File: src/frame_rotate_flip_core_macros.svh
// Assertion macros for the frame rotate/flip RTL.
`ifndef FRAME_ROTATE_FLIP_CORE_MACROS_SVH
`define FRAME_ROTATE_FLIP_CORE_MACROS_SVH

// Same-cycle implication, checked out of reset.
`define FRF_ASSERT_NOW(label, ante, cons, msg) \
   label: assert property (@(posedge clock) disable iff (reset) (ante) |-> (cons)) \
      else $error(msg);

// Next-cycle implication, checked out of reset.
`define FRF_ASSERT_NEXT(label, ante, cons, msg) \
   label: assert property (@(posedge clock) disable iff (reset) (ante) |=> (cons)) \
      else $error(msg);

`endif

File: src/frf_pkg.sv
// Shared constants and types of the frame rotate/flip core.
`default_nettype none

package frf_pkg;

   localparam int MAX_DIM_DEF    = 128;
   localparam int PIXEL_BITS_DEF = 32;

   localparam int CSR_IDX_W  = 3;
   localparam int CSR_DATA_W = 8;
   localparam int SIZE_W     = 8;
   localparam int SIZE_RESET = 128;

   localparam logic [CSR_IDX_W-1:0] CSR_ROTATION   = 3'd0;
   localparam logic [CSR_IDX_W-1:0] CSR_MIRROR_LR  = 3'd1;
   localparam logic [CSR_IDX_W-1:0] CSR_MIRROR_UD  = 3'd2;
   localparam logic [CSR_IDX_W-1:0] CSR_FRAME_ROWS = 3'd3;
   localparam logic [CSR_IDX_W-1:0] CSR_FRAME_COLS = 3'd4;

   localparam logic OP_PUSH  = 1'b0;
   localparam logic OP_DRAIN = 1'b1;

   localparam logic [1:0] ROT_0   = 2'd0;
   localparam logic [1:0] ROT_90  = 2'd1;
   localparam logic [1:0] ROT_180 = 2'd2;
   localparam logic [1:0] ROT_270 = 2'd3;

   typedef struct packed {
      logic emit;
      logic store;
   } frf_cmd_type;

   typedef struct packed {
      logic frame_done;
      logic out_last;
   } frf_stat_type;

endpackage

`default_nettype wire

File: src/frf_ctrl.sv
// Controller: accept logic and frame-pending state machine.
`default_nettype none
`include "frame_rotate_flip_core_macros.svh"

module frf_ctrl (
   input  wire logic                 clock,
   input  wire logic                 reset,
   input  wire logic                 start,
   input  wire logic                 op,
   output logic                      busy,
   output frf_pkg::frf_cmd_type      cmd_o,
   input  wire frf_pkg::frf_stat_type stat_i
);

   import frf_pkg::*;

   typedef enum logic [2:0] {
      ST_INIT    = 3'b001,
      ST_EMPTY   = 3'b010,
      ST_PENDING = 3'b100
   } state_type;

   state_type state_ff;
   state_type state_in;
   logic      accept;

   assign busy   = (state_ff == ST_INIT);
   assign accept = start && !busy;

   assign cmd_o.emit  = accept && (state_ff == ST_PENDING);
   assign cmd_o.store = accept && (op == OP_PUSH);

   always_comb begin
      state_in = state_ff;
      unique case (state_ff)
         ST_INIT: begin
            state_in = ST_EMPTY;
         end
         ST_EMPTY: begin
            if (cmd_o.store && stat_i.frame_done) begin
               state_in = ST_PENDING;
            end
         end
         ST_PENDING: begin
            if (cmd_o.store && stat_i.frame_done) begin
               state_in = ST_PENDING;
            end else if (cmd_o.emit && stat_i.out_last) begin
               state_in = ST_EMPTY;
            end
         end
         default: begin
            state_in = ST_INIT;
         end
      endcase
   end

   always_ff @(posedge clock) begin
      if (reset) begin
         state_ff <= ST_INIT;
      end else begin
         state_ff <= state_in;
      end
   end

   `FRF_ASSERT_NEXT(a_done_pends, cmd_o.store && stat_i.frame_done, state_ff == ST_PENDING, "completed frame not pending")
   `FRF_ASSERT_NEXT(a_last_empties, cmd_o.emit && stat_i.out_last && !(cmd_o.store && stat_i.frame_done), state_ff == ST_EMPTY, "readout end missed")
   `FRF_ASSERT_NEXT(a_init_once, state_ff != ST_INIT, state_ff != ST_INIT, "init state reentered")

endmodule

`default_nettype wire

File: config.mk
export PLATFORM = sky130hd
export DESIGN_NAME = frf_ctrl
export DESIGN_NICKNAME = d
export VERILOG_FILES = /design/src/frf_pkg.sv /design/src/frf_ctrl.sv
export VERILOG_INCLUDE_DIRS = /design/src /design/src/src
export SDC_FILE = /design/constraint.sdc
export NUM_CORES = 1
export LEC_CHECK = 0
export BUFFER_PORTS_ARGS = -buffer_cell sky130_fd_sc_hd__buf_2
export CAP_MARGIN = 0
export CORE_AREA = 2 2 39 41
export CTS_CLUSTER_SIZE = 14
export DETAILED_ROUTE_END_ITERATION = 8
export DIE_AREA = 0 0 41 43
export GPL_TIMING_DRIVEN = 0
export PLACE_DENSITY = 0.35
export RECOVER_POWER = 25
export SLEW_MARGIN = 30
export SYNTH_ARGS = -nofsm -noshare
export SYNTH_HDL_FRONTEND = slang
export SYNTH_SLANG_ARGS = --single-unit
File: constraint.sdc
create_clock -name clock -period 1.3 [get_ports clock]
set_input_delay 0.26 -clock clock [delete_from_list [all_inputs] [get_ports clock]]
set_output_delay 0.26 -clock clock [all_outputs]
set_load 0.1 [all_outputs]
==> results of run 1 <==
layer usage:
layer,vias up,wire length (um),global-route usage (%)
met5,-,0,0
met3,0,44,6.28
met2,11,252,8.75
met4,0,0,4.00
met1,94,237,8.01
li1,101,-,-
cells in the final DEF (no fill, tap or decap):
cell type and instances:
and2b_1 1, nor3_1 1, a221oi_2 1, buf_4 4, xor2_1 1, a21oi_1 1
nor2b_4 1, buf_12 3, and2b_4 1, nand4b_1 1, nor3b_4 1, a32oi_1 1
o21ba_1 1, clkbuf_1 1, dfxtp_2 1, nand2b_1 1, clkbuf_4 3, buf_2 5
and3_4 1, nand2_1 1, inv_1 1, dfxtp_4 2, or2_1 1
stage by stage:
stage | power (mW) | hold WS, ns | cells | setup slack [ns] | cell area, sq um
floorplan | 0.233 | 0.337 | 19 | -0.588 | 198
global placement | 0.260 | 0.450 | 43 | -0.187 | 258
detailed placement | 0.259 | 0.452 | 43 | -0.193 | 258
CTS | 0.483 | 0.208 | 49 | -0.143 | 348
global route | 0.510 | 0.221 | 51 | -0.180 | 373
finish | 0.475 | 0.218 | 51 | -0.130 | 373
report_power, final:
| part | internal [mW] | switching, mW | leakage, nW |
|---|---|---|---|
| Clock | 0.115 | 0.0466 | 0.0150 |
| Sequential | 0.103 | 0.0171 | 0.0260 |
| Combinational | 0.0873 | 0.106 | 0.125 |
worst paths after layout:
check	endpoint	slack, ns	cells after the start	start
min	state_ff[2]$_SDFFE_PP0P_	0.22	2	reset
min reg2reg	state_ff[2]$_SDFFE_PP0P_	0.45	1	state_ff[0]$_SDFFE_PP1P_
max	cmd_o[0]	-0.13	3	state_ff[2]$_SDFFE_PP0P_
max reg2reg	state_ff[0]$_SDFFE_PP1P_	0.11	5	state_ff[2]$_SDFFE_PP0P_
cells by family after synthesis:
family,count (synthesis),share of synthesized area (%)
and+or+nand+nor,10,38.6
DFF,3,33.1
xor gates and xnor gates,1,4.83
buffers and inverters,1,2.07
AOI/OAI and AO/OA,4,21.4
what timing repair did:
action	CTS	global route
pin swaps	1	0
setup buffers	2	2
setup endpoints to repair	3	3
resized for setup	14	3
critical path, delay by kind of cell (launching register included):
| family | cells | cell delay, ns |
|---|---|---|
| buffers and inverters | 1 | 0.16 |
| DFF | 1 | 0.35 |
| and+or+nand+nor | 2 | 0.43 |
layout make-up:
class / count / area (sq um)
sequential: 3 / 68.8
clock buffer: 4 / 26.3
fill: 147 / 1010
tap: 16 / 20.0
inverter: 1 / 3.75
timing repair buffer: 12 / 115
multi-input combinational: 15 / 139
==> qor.txt, run 1 <==
final WL -> 533 um
largest net degree at the start of global routing -> 6
Worst-Skew Late Latency -> 0.23 ns
PortBufs -> 8
Post-synth EDFFs -> 0
Chip Height -> 43 um
clk_skew -> 0.00381 ns
Setup TNS -> -0.275 ns
RSZ-0062 raised after global routing -> true
Unique masters post-synth -> 16
initial DRC count -> 8
number of global-route vias before repair -> 199
share of Yosys cell area claimed by the top area cell type -> 33.1%
antenna violations before repair -> 0
Synth Flop Type -> dfxtp_1
# H-tree levels -> 1
routability cong. -> 0.590
DR WL/cell -> 10.5 um
Worst Setup Slack, final -> -0.130 ns
GRT Util Overall -> 7.12%
DRC viols -> 0
final core occ -> 26.9%
largest registers in the final layout -> state_ff (3)
PwrDens -> 1270 nW/um^2
startpoint class of the critical path -> flop
CTS tree -> yes
drt pass-1 iters -> 2
number of nets in the layout -> 42
most frequent cell after synthesis -> dfxtp_1
Yosys top cell by area -> dfxtp_1
register area share after synthesis -> 33.1%
Ports -> 9
Max-Cap Viols -> 0
post-synthesis net count -> 25
max reg flops -> 3
Tcrit/Tclk final -> 110%
CTS Buf Count -> 3
Post-synth top cells -> dfxtp_1 (3), and2b_1 (2)
biggest cell delay along the critical path -> 0.35 ns
area of the core -> 1380 sq um
routed vias -> 206
Critical Path AT -> 1.17 ns
status -> complete, but fails checks
clock slew at reported path FFs -> 0.03 ns
Max Slew Vio Count -> 0
antenna-violating nets left -> 0
Mapped Cells -> 19
crit path max fanout -> 4
CP max-delay cell -> dfxtp_4
CTS Root Cell -> clkbuf_4
Critical Path RT -> 1.04 ns
Post-CTS Hold Fix Bufs -> 0
crit path kind -> reg -> out
VDD IR max -> 0.000329 V
# setup viols final -> 3
ant diodes -> 0
Die Area -> 1760 sq um
synthesized area -> 181 sq um
Async SR Flop Fraction -> 0%
Critical Path End Type -> output port
final hold vios -> 0
global route total overflow -> 0
share of cells above drive strength 1 -> 65.7%
Worst Max-Slew Pin Slew -> 0.200 ns
worst path cell trace -> nor3b_4 -> and2b_4 -> buf_12
Top reg by flops -> state_ff
via-per-instance ratio -> 4.04
Synth warnings -> 0
syn avg cell area -> 9.55 sq um
failing checks -> setup timing
worst hold path type -> in -> reg
maximum clock rate -> 699 MHz
Tmin final -> 1.43 ns
Die Wd -> 41 um
worst rel slew slack -> 86.7%
global-route wire length before repair -> 786 um
top post-synthesis cells by area -> dfxtp_1 (33%), a221oi_2 (8.3%), and2b_1 (8.3%), nor3b_2 (6.9%), o21ba_1 (5.5%)
Starting Density -> 13.1%
clock sinks -> 3
leakage power -> 0.166 nW
Site Rows -> 14
Max Root-Sink Buffers -> 2
register bit total from synthesis -> 3
Area growth, synth to finish -> 106%
No activity file was read; power rests on OpenSTA's default activity.
==> run 2: changes to the inputs <==
--- a/config.mk
+++ b/config.mk
@@ -9,6 +9,7 @@
 export BUFFER_PORTS_ARGS = -buffer_cell sky130_fd_sc_hd__buf_2
 export CAP_MARGIN = 0
 export CORE_AREA = 2 2 39 41
+export CTS_BUF_LIST = sky130_fd_sc_hd__clkbuf_8
 export CTS_CLUSTER_SIZE = 14
 export DETAILED_ROUTE_END_ITERATION = 8
 export DIE_AREA = 0 0 41 43
==> qor.txt, run 2 (synthesis results as in run 1) <==
CTS tree -> yes (unchanged)
Starting Density -> 13.1% (unchanged)
Worst-Skew Late Latency -> 0.21 ns (was 0.23 ns)
clock slew at reported path FFs -> 0.03 ns (about the same)
initial DRC count -> 2 (was 8)
# setup viols final -> 3 (unchanged)
antenna-violating nets left -> 0 (unchanged)
antenna violations before repair -> 0 (unchanged)
routability cong. -> 0.590 (unchanged)
dpl cell area -> 258 sq um (unchanged)
Cells after DPL -> 43 (unchanged)
global-route wire length before repair -> 841 um (was 786 um)
Max-Cap Viols -> 0 (unchanged)
RSZ-0062 raised after global routing -> true (unchanged)
drt pass-1 iters -> 2 (unchanged)
Chip Height -> 43 um (unchanged)
commonest non-fill, non-tap cell in the layout -> buf_2 (unchanged)
number of global-route vias before repair -> 201 (was 199)
Final Instance Count excl. Fillers -> 49 (was 51)
worst hold path type -> in -> reg (unchanged)
Worst Setup Slack, final -> -0.113 ns (was -0.130 ns)
routed vias -> 195 (was 206)
final core occ -> 27.0% (was 26.9%)
Pwr Total -> 0.573 mW (was 0.475 mW)
final WL -> 508 um (was 533 um)
leakage power -> 0.167 nW (was 0.166 nW)
final hold vios -> 0 (unchanged)
share of cells above drive strength 1 -> 63.6% (was 65.7%)
Site Rows -> 14 (unchanged)
DRC viols -> 0 (unchanged)
max reg flops -> 3 (unchanged)
number of nets in the layout -> 40 (was 42)
most frequent cells in the layout -> buf_2 (5), clkbuf_8 (3), buf_12 (3) (was buf_2 (5), buf_4 (4), clkbuf_4 (3), buf_12 (3), dfxtp_4 (2))
failing checks -> setup timing (unchanged)
DR WL/cell -> 10.4 um (was 10.5 um)
area of the core -> 1380 sq um (unchanged)
VDD IR max -> 0.000542 V (was 0.000329 V)
Post-CTS Hold Fix Bufs -> 0 (unchanged)
global route total overflow -> 0 (unchanged)
Worst Max-Slew Pin Slew -> 0.181 ns (was 0.200 ns)
Critical Path RT -> 1.04 ns (about the same)
GRT Util Overall -> 7.82% (was 7.12%)
largest net degree at the start of global routing -> 6 (unchanged)
Max Root-Sink Buffers -> 2 (unchanged)
# H-tree levels -> 1 (unchanged)
PwrDens -> 1530 nW/um^2 (was 1270 nW/um^2)
Die Wd -> 41 um (unchanged)
Design Area, Final -> 374 sq um (was 373 sq um)
largest registers in the final layout -> state_ff (3) (unchanged)
worst rel slew slack -> 87.9% (was 86.7%)
crit path kind -> reg -> out (unchanged)
Tmin final -> 1.41 ns (was 1.43 ns)
Critical Path End Type -> output port (unchanged)
Critical Path AT -> 1.15 ns (was 1.17 ns)
Top reg by flops -> state_ff (unchanged)
Hold WS -> 0.234 ns (was 0.218 ns)
Area growth, synth to finish -> 106% (about the same)
startpoint class of the critical path -> flop (unchanged)
clk_skew -> 0.000876 ns (was 0.00381 ns)
clock sinks -> 3 (unchanged)
crit path max fanout -> 5 (was 4)
CTS Root Cell -> clkbuf_8 (was clkbuf_4)
Setup TNS -> -0.263 ns (was -0.275 ns)
Tcrit/Tclk final -> 109% (was 110%)
Fillers -> 146 (was 147)
via-per-instance ratio -> 3.98 (was 4.04)
status -> complete, but fails checks (unchanged)
Ports -> 9 (unchanged)
ant diodes -> 0 (unchanged)
Max Slew Vio Count -> 0 (unchanged)
PortBufs -> 8 (unchanged)
maximum clock rate -> 708 MHz (was 699 MHz)
Place WS -> -0.193 ns (unchanged)
Die Area -> 1760 sq um (unchanged)
CTS Buf Count -> 3 (unchanged)
==> run 2: cell count changes in the layout (fill, tap and decap cells not counted), sizes merged <==
| cell | previous run | this run |
|---|---|---|
| buf | 12 | 10 |
| clkbuf | 4 | 3 |
| inv | 1 | 2 |
==> run 2: per-layer routing <==
metal	GRT usage, %	share of wire (%)	vias up
met2	9.38	45	11
met4	6.00	0	0
met3	6.28	8.3	0
met1	8.65	46	88
met5	0	0	-
li1	-	-	96
==> run 2: timing repair <==
item | in CTS | in global routing
buffers inserted | 2 | 0
endpoints found under the setup margin | 3 | 3
gates resized for setup | 14 | 2
cloned | 0 | 0
pin swaps | 1 | 0
==> run 2: layout make-up <==
class                           count  area [sq um]  area share, %
Sequential cell                     3          66.3           17.7
Inverter                            1          3.75           1.00
Multi-Input combinational cell     15           139           37.1
Clock inverter                      1          3.75           1.00
Clock buffer                        3          41.3           11.0
Timing Repair Buffer               10           100           26.8
Tap cell                           16          20.0           5.35
==> run 2: worst max-delay path: stages (launching register included) <==
cell	delay, ns
dfxtp_2	0.35
nor3b_4	0.22
and2b_4	0.22
buf_12	0.16
==> run 2: power by group <==
group          internal [mW]  total (mW)  leakage (nW)  switching (mW)
clock                  0.201       0.259        0.0269          0.0583
sequential             0.105       0.122        0.0257          0.0167
combinational         0.0867       0.192         0.115           0.105
total                  0.393       0.573         0.167           0.180
==> run 2: final timing paths <==
path | from | end | slack (ns) | depth (start not counted)
hold reg to reg | state_ff[0]$_SDFFE_PP1P_ | state_ff[2]$_SDFFE_PP0P_ | 0.44 | 1
setup reg to reg | state_ff[2]$_SDFFE_PP0P_ | state_ff[0]$_SDFFE_PP1P_ | 0.13 | 5
hold / removal | reset | state_ff[2]$_SDFFE_PP0P_ | 0.23 | 2
setup / recovery | state_ff[2]$_SDFFE_PP0P_ | cmd_o[0] | -0.11 | 3
